$ cat config.mk
export PLATFORM = sky130hd
export DESIGN_NAME = rfa_control
export DESIGN_NICKNAME = d
export VERILOG_FILES = /design/src/sv/rfa_pkg.sv /design/src/sv/rfa_control.sv
export SDC_FILE = /design/constraint.sdc
export NUM_CORES = 1
export LEC_CHECK = 0
export BUFFER_PORTS_ARGS = -buffer_cell sky130_fd_sc_hd__buf_2
export CAP_MARGIN = 20
export CORE_ASPECT_RATIO = 0.75
export CORE_MARGIN = 8
export CORE_UTILIZATION = 50
export CTS_BUF_LIST = sky130_fd_sc_hd__clkbuf_8 sky130_fd_sc_hd__clkbuf_16
export CTS_CLUSTER_DIAMETER = 40
export DETAILED_ROUTE_END_ITERATION = 6
export PLACE_DENSITY = 0.74
export SLEW_MARGIN = 0
export SYNTH_ARGS = -nofsm -noshare
export SYNTH_HDL_FRONTEND = slang
export SYNTH_SLANG_ARGS = --single-unit
export TNS_END_PERCENT = 1
$ cat constraint.sdc
create_clock -name clk -period 1.8 [get_ports clk]
set_input_delay 0.36 -clock clk [delete_from_list [all_inputs] [get_ports clk]]
set_output_delay 0.36 -clock clk [all_outputs]
set_load 0.05 [all_outputs]
$ cat src/sv/rfa_pkg.sv
// rational fraction alu package: widths, status and operation codes, command struct
// no dependencies
package rfa_pkg;
  localparam int WORD_BITS = 32;
  localparam int WIDE_BITS = 64;

  localparam logic [1:0] OP_ADD = 2'd0;
  localparam logic [1:0] OP_SUB = 2'd1;
  localparam logic [1:0] OP_MUL = 2'd2;
  localparam logic [1:0] OP_DIV = 2'd3;

  localparam logic [1:0] ST_OK       = 2'd0;
  localparam logic [1:0] ST_ZERO_DEN = 2'd1;
  localparam logic [1:0] ST_DIV_ZERO = 2'd2;
  localparam logic [1:0] ST_OVERFLOW = 2'd3;

  // datapath micro-operations
  localparam logic [3:0] DP_NOP      = 4'd0;
  localparam logic [3:0] DP_LOAD     = 4'd1;  // take input, x=|a_num| y=|a_den|
  localparam logic [3:0] DP_GCD_STEP = 4'd2;  // one binary gcd step on x,y
  localparam logic [3:0] DP_DIV_INIT = 4'd3;  // start quotient p/g
  localparam logic [3:0] DP_DIV_STEP = 4'd4;  // one restoring division bit
  localparam logic [3:0] DP_STORE    = 4'd5;  // quotient to destination slot
  localparam logic [3:0] DP_SETUP    = 4'd6;  // load gcd operands for next phase
  localparam logic [3:0] DP_MUL_INIT = 4'd7;
  localparam logic [3:0] DP_MUL_STEP = 4'd8;  // one 32x32 partial product step
  localparam logic [3:0] DP_ADD      = 4'd9;
  localparam logic [3:0] DP_FINISH   = 4'd10;

  // phase selectors for setup/store/div/mul
  localparam logic [3:0] SEL_AN  = 4'd0;   // a numerator
  localparam logic [3:0] SEL_AD  = 4'd1;
  localparam logic [3:0] SEL_BN  = 4'd2;
  localparam logic [3:0] SEL_BD  = 4'd3;
  localparam logic [3:0] SEL_G   = 4'd4;   // lcm gcd: ta=bd/g
  localparam logic [3:0] SEL_G2  = 4'd5;   // tb=ad/g
  localparam logic [3:0] SEL_RN  = 4'd6;
  localparam logic [3:0] SEL_RD  = 4'd7;
  localparam logic [3:0] SEL_M1  = 4'd8;   // am*ta or am*bm
  localparam logic [3:0] SEL_M2  = 4'd9;   // bm*tb or ad*bd
  localparam logic [3:0] SEL_M3  = 4'd10;  // tb*bd
  localparam logic [3:0] SEL_ALT = 4'd11;  // b setup

  typedef struct packed {
    logic [3:0] op;
    logic [3:0] sel;   // phase selector for setup/store/div/mul
  } dp_cmd_t;

  typedef struct packed {
    logic gcd_done;
    logic div_done;
    logic mul_done;
    logic zero_den;
    logic is_addsub;
  } dp_stat_t;
endpackage

$ cat src/sv/rfa_control.sv
// rational fraction alu controller: sequences the datapath phases per item
// depends on rfa_pkg
module rfa_control (
  input  logic              clk,
  input  logic              rst,
  input  logic              in_valid,
  output logic              in_stall,
  output logic              out_valid,
  input  logic              out_stall,
  input  rfa_pkg::dp_stat_t stat,
  output rfa_pkg::dp_cmd_t  cmd
);
  localparam logic [3:0] C_IDLE  = 4'd0;
  localparam logic [3:0] C_CHECK = 4'd1;
  localparam logic [3:0] C_GCD   = 4'd2;
  localparam logic [3:0] C_DINIT = 4'd3;
  localparam logic [3:0] C_DIV   = 4'd4;
  localparam logic [3:0] C_STORE = 4'd5;
  localparam logic [3:0] C_NEXT  = 4'd6;
  localparam logic [3:0] C_MINIT = 4'd7;
  localparam logic [3:0] C_MUL   = 4'd8;
  localparam logic [3:0] C_ADD   = 4'd9;
  localparam logic [3:0] C_FIN   = 4'd10;
  localparam logic [3:0] C_OUT   = 4'd11;
  localparam logic [3:0] C_RSET  = 4'd12;
  localparam logic [3:0] C_FSET  = 4'd13;

  logic [3:0] state, state_next;
  logic [3:0] slot, slot_next;   // which quotient is being formed
  logic [3:0] mslot, mslot_next;

  assign in_stall  = (state != C_IDLE) || out_valid;

  always_comb begin
    state_next = state;
    slot_next  = slot;
    mslot_next = mslot;
    cmd.op  = rfa_pkg::DP_NOP;
    cmd.sel = slot;
    unique case (state)
      C_IDLE: if (in_valid && !out_valid) begin
        cmd.op = rfa_pkg::DP_LOAD;
        slot_next = rfa_pkg::SEL_AN;
        state_next = C_CHECK;
      end
      C_CHECK: state_next = stat.zero_den ? C_FIN : C_GCD;
      C_GCD: begin
        cmd.op = rfa_pkg::DP_GCD_STEP;
        if (stat.gcd_done) state_next = C_DINIT;
      end
      C_DINIT: begin cmd.op = rfa_pkg::DP_DIV_INIT; state_next = C_DIV; end
      C_DIV: begin
        if (stat.div_done) state_next = C_STORE;
        else cmd.op = rfa_pkg::DP_DIV_STEP;
      end
      C_STORE: begin
        cmd.op = rfa_pkg::DP_STORE;
        state_next = C_NEXT;
      end
      C_NEXT: begin
        // slots pair up: num/den of a, of b, lcm multipliers, result
        case (slot) inside
          rfa_pkg::SEL_AN, rfa_pkg::SEL_BN, rfa_pkg::SEL_G, rfa_pkg::SEL_RN: begin
            slot_next = slot + 4'd1; state_next = C_DINIT;
          end
          rfa_pkg::SEL_AD: begin
            cmd.op = rfa_pkg::DP_SETUP; cmd.sel = rfa_pkg::SEL_ALT;
            slot_next = rfa_pkg::SEL_BN; state_next = C_GCD;
          end
          rfa_pkg::SEL_BD: begin
            if (stat.is_addsub) begin
              cmd.op = rfa_pkg::DP_SETUP; cmd.sel = rfa_pkg::SEL_G;
              slot_next = rfa_pkg::SEL_G; state_next = C_GCD;
            end else begin
              mslot_next = rfa_pkg::SEL_M1; state_next = C_MINIT;
            end
          end
          rfa_pkg::SEL_G2: begin mslot_next = rfa_pkg::SEL_M1; state_next = C_MINIT; end
          default: state_next = C_FIN;
        endcase
      end
      C_MINIT: begin
        cmd.op = rfa_pkg::DP_MUL_INIT; cmd.sel = mslot; state_next = C_MUL;
      end
      C_MUL: begin
        cmd.sel = mslot;
        if (stat.mul_done) begin
          if (!stat.is_addsub && mslot == rfa_pkg::SEL_M2) state_next = C_RSET;
          else if (mslot == rfa_pkg::SEL_M3) state_next = C_ADD;
          else begin mslot_next = mslot + 4'd1; state_next = C_MINIT; end
        end else cmd.op = rfa_pkg::DP_MUL_STEP;
      end
      C_ADD: begin cmd.op = rfa_pkg::DP_ADD; state_next = C_RSET; end
      C_RSET: begin
        cmd.op = rfa_pkg::DP_SETUP; cmd.sel = rfa_pkg::SEL_RN;
        slot_next = rfa_pkg::SEL_RN; state_next = C_GCD;
      end
      C_FIN: begin cmd.op = rfa_pkg::DP_FINISH; state_next = C_OUT; end
      C_OUT: state_next = C_IDLE;
      default: state_next = C_IDLE;
    endcase
  end

  always_ff @(posedge clk) begin
    if (rst) begin
      state <= C_IDLE; slot <= '0; mslot <= rfa_pkg::SEL_M1; out_valid <= 1'b0;
    end else begin
      state <= state_next; slot <= slot_next; mslot <= mslot_next;
      if (state == C_FIN) out_valid <= 1'b1;
      else if (out_valid && !out_stall) out_valid <= 1'b0;
    end
  end

`ifndef ASSERT_OFF
  a_no_accept_busy: assert property (@(posedge clk) disable iff (rst)
    (state != C_IDLE) |-> in_stall) else $error("accept while busy");
  a_out_after_fin: assert property (@(posedge clk) disable iff (rst)
    (state == C_FIN) |=> out_valid) else $error("result lost");
  a_idle_after_out: assert property (@(posedge clk) disable iff (rst)
    (state == C_OUT) |=> (state == C_IDLE)) else $error("bad sequence");
`endif
endmodule

==> Word-level counts from Yosys, hierarchy flattened <==
Index checks and enable logic that the tools add are counted.
{ "totals": {"inputBits": 9, "out_inout_bits": 10, "ff_bits": 13, "word_cells": 94} }
{ "op_classes": {"addsub": 2, "mux": 39, "n_reduce_logical": 18, "n_eq_ne": 31} }
{ "op_table": {"columns": ["op", "count"], "rows": [
  ["$mux W4", 25],
  ["$pmux W4 S12", 1],
  ["$pmux W4 S11", 1],
  ["$eq A4 B3 Y1 const B", 7],
  ["$mux W7", 4],
  ["$eq A4 B4 Y1 const B", 6],
  ["$pmux W4 S3", 2],
  ["$eq A4 B2 Y1 const B", 4],
  ["$ne A2 B2 Y1 const B", 8],
  ["$add A4 B1 Y4 const B", 2],
  ["$eq A4 B1 Y1 const B", 2],
  ["$logic_not A4 Y1", 2],
  ["$ne A4 B3 Y1 const B", 2],
  ["$pmux W4 S2", 1],
  ["$reduce_and A4 Y1", 2],
  ["$reduce_and A8 Y1", 1],
  ["$mux W3", 2],
  ["$ne A3 B3 Y1 const B", 2],
  ["$reduce_bool A2 Y1", 2],
  ["$reduce_bool A4 Y1", 1],
  ["$reduce_or A4 Y1", 1],
  ["$logic_and A1 B1 Y1", 3],
  ["$logic_not A1 Y1", 3],
  ["$mux W1", 3],
  ["3 further kinds", 3]
]} }

==> Longest topological paths before layout <==
{ "logic_depth": {"depth_word": 6, "depth_mapped": 8, "depth_no_buf": 7} }

==> Least setup slack after synthesis <==
OpenSTA, ideal clock, no wires.
{ "synth_path": {"path_type": "reg-to-output", "from": "register state[0]", "to": "output cmd[0] (netlist name)", "path_slack_ps": -700, "stages_incl_launch_ff": 5, "required_ps": 1440, "arrival_time_ps": 2140, "n_path_buf": 2, "path_cell_list": "dfxtp_1 -> clkbuf_1 -> clkbuf_1 -> a31oi_1 -> o21ai_0"} }
{ "synth_rtl": {"columns": ["item", "line_no", "text"], "rows": [
  ["from (decl)", "rfa_control.sv:28", "logic [3:0] state, state_next;"],
  ["from (signal assigned)", "rfa_control.sv:108", "state <= state_next; slot <= slot_next; mslot <= mslot_next;"],
  ["to (decl)", "rfa_control.sv:11", "output rfa_pkg::dp_cmd_t cmd"]
]} }

==> impl_metrics.json <==
{
  "via_count": 2061,
  "hold_viol_final": 0,
  "synth_fa_ha_area_frac": 0.0493,
  "worst_setup_path_start_kind": "register",
  "grt_first_pass_wirelength_mm": 9.49,
  "reg2reg_depth": 7,
  "syn_to_final_growth_pct": 72.4,
  "use_met2": 0.419,
  "p_leak_nw": 0.873,
  "ys_async_sr_fraction": 0,
  "cp.required_ns": 1.44,
  "clock_latency_ns": 0.25,
  "fin_skew_ns": 0.00387,
  "arrival_ns": 1.71,
  "drt_wl_total_mm": 7.32,
  "synth_top_cells_by_count": "nor2_1, o21ai_0, nand2_1",
  "gp_congestion": 0.936,
  "antenna_found_initial": 0,
  "irDropWorstVdd_v": 0.000811,
  "synth_warnings": 0,
  "track_usage": 0.282,
  "die_area_sq_mm": 0.00443,
  "synth_top_area_frac": 0.205,
  "row_count": 15,
  "clk_pin_slew_ns": 0.07,
  "post-route-min-period_ns": 2.07,
  "grt_max_degree": 16,
  "setup_viol": 18,
  "violations": "design-rule violations, negative setup slack",
  "fillCellCount": 77,
  "die_x_um": 74.2,
  "io_buffers": 18,
  "cts_hold_buf": 0,
  "fin_setup_tns_ns": -2.72,
  "initial_utilization": 0.541,
  "synth_edf_count": 0,
  "wire_per_inst_um": 26.4,
  "rr_endpoint": "state[3]",
  "yosys.area_share.simple": 0.299,
  "layout-drive-gt1-share": 0.517,
  "syn_nets": 192,
  "yosysMostFrequentCell": "nor2_1",
  "drv_slew": 0,
  "fin_cells": 277,
  "die_h_um": 59.6,
  "holdCritStartpoint": "out_stall",
  "fin_crit_sh": 1.15,
  "grt.met1_usage": 0.344,
  "worstHoldPathType": "in2reg",
  "cts_tree": "built",
  "rsz0062_at_grt": "true",
  "r2r_start": "state[3]",
  "cts_root_buf": "clkbuf_8",
  "clock_sinks": 13,
  "postRouteAntennaNets": 0,
  "synth_xor_area_frac": 0.00690,
  "synth_cells": 178,
  "status": "complete, but fails checks",
  "h-tree-depth": 1,
  "core_area_sq_mm": 0.00235,
  "cts_buffers": 3,
  "yosysUniqueCellTypes": 49,
  "use_met3": 0.105,
  "crit_type": "reg2out",
  "r2r_slack_ns": -0.24,
  "worst-path-max-fanout": 5,
  "io_pins": 19,
  "synth-compound-area-share": 0.365,
  "cp-end-kind": "output pin",
  "grt_overflow": 0,
  "hold_depth": 3,
  "synth_seq_cells": 13,
  "grt-busiest-layer": "met2",
  "synth_top_area_cell": "dfxtp_1",
  "syn_avg_cell_area_sq_um": 7.13,
  "initialDrtViolationCount": 582,
  "layout_setup_ws_ns": -0.267,
  "netlist_area_sq_mm": 0.00127,
  "synth_top_flop_cell": "dfxtp_1",
  "slew_headroom": 0.621,
  "grt_pass1_vias": 1795,
  "fmax_mhz": 484,
  "synthMuxAreaShare": 0.00887,
  "hold_end": "out_valid",
  "max-cap-violations": 0,
  "worst_slew_pin_slew_ns": 0.568,
  "clock_path_buffers": 2,
  "placed_cells": 265,
  "ys_seq_area_frac": 0.205,
  "power_mw": 2.71,
  "synth_area_leaders": "dfxtp_1, o21ai_0, nor2_1, ha_1, a21oi_1",
  "synth_top_family_by_area": "compound AO/OA/AOI/OAI gates",
  "post-dp-hpwl_mm": 3.40,
  "place_ws_ns": -0.264,
  "drt-vias-per-instance": 7.44,
  "power_density_mw_per_mm2": 1240,
  "remaining_drc_errors": 64,
  "fin_nets": 257,
  "firstDrtPassIters": 7
}
sequential cells by signal, indices dropped and copies added, names as in the netlist:
register   count
state          4
slot           4
mslot          4
out_valid      1
kinds of logic after synthesis:
| kind of cell | count (synthesis) |
|---|---|
| multiplexers | 1 |
| AO/OA/AOI/OAI | 67 |
| adder cells (fa/ha/maj) | 5 |
| flip-flops | 13 |
| buffers and inverters | 22 |
| AND/OR/NAND/NOR | 69 |
| XOR/XNOR | 1 |
repair_timing:
action,CTS,global route
buffers inserted,5,2
gates resized for setup,76,21
endpoints found under the setup margin,18,16
pin swaps,13,6
worst max path at each step:
stage / startpoint / end / slack [ns] / cells after the start
6_report: slot[0] / cmd[2] / -0.27 / 6
5_1_grt: state[2] / slot[2] / -0.37 / 5
4_1_cts: slot[1] / cmd[2] / -0.13 / 7
3_5_place_dp: state[1] / state[3] / -0.26 / 7
3_3_place_gp: state[1] / state[3] / -0.18 / 7
2_1_floorplan: slot[3] / cmd[1] / -0.14 / 4
final cells by class:
cell class	instances	area (sq um)	area share
tap	34	42.5	0.0194
clock buffer	3	41.3	0.0189
timing repair buffer	73	613	0.280
antenna	1	2.50	0.00114
multi-input combinational	143	1160	0.530
sequential	13	284	0.130
inverter	9	41.3	0.0189
clock inverter	1	5.00	0.00229
power breakdown:
group / switching, mW / leakage [nW] / internal [mW]
sequential: 0.0918 / 0.110 / 0.344
clock: 0.131 / 0.0255 / 0.154
combinational: 1.12 / 0.737 / 0.874
routing by layer:
metal | share of wire | wire length [um]
met5 | 0 | 0
met4 | 0.087 | 633
met3 | 0.14 | 997
met2 | 0.42 | 3050
met1 | 0.36 | 2640
layout by cell type (no fill, tap or decap), types with 3 or more instances in the layout:
cell type | Yosys | layout
clkbuf_8 | 0 | 3
buf_4 | 0 | 47
a21oi_2 | 0 | 4
nand2_1 | 14 | 13
a211oi_1 | 4 | 4
ha_1 | 5 | 3
a31oi_1 | 4 | 3
o21a_1 | 4 | 4
buf_2 | 2 | 9
o21ai_0 | 15 | 9
nor2_4 | 0 | 3
buf_8 | 0 | 4
buf_6 | 0 | 12
inv_1 | 9 | 7
a22oi_1 | 4 | 4
nor2b_1 | 8 | 4
dfxtp_1 | 13 | 6
dfxtp_4 | 0 | 6
o21ai_4 | 0 | 3
nand2b_1 | 5 | 5
nor2b_4 | 0 | 4
nor2_1 | 18 | 14
nand3_1 | 5 | 4
a21oi_1 | 12 | 6
o211ai_1 | 4 | 4
through the flow:
| stage | hold slack (ns) | instance area (sq um) | util |
|---|---|---|---|
| finish | 0.371 | 2190 | 0.933 |
| global route | 0.394 | 2190 | 0.932 |
| CTS | 0.374 | 2080 | 0.888 |
| detailed placement | 0.539 | 1750 | 0.747 |
| global placement | 0.552 | 1750 | 0.747 |
| floorplan | 0.478 | 1330 | - |
critical path: stages (launching register included):
cell,delay (ns)
dfxtp_4,0.40
nor3b_4,0.28
nand3_2,0.15
a221oi_2,0.29
a21oi_2,0.07
nand2_1,0.10
buf_6,0.16
Note: power is estimated with default switching activity, not from simulation.
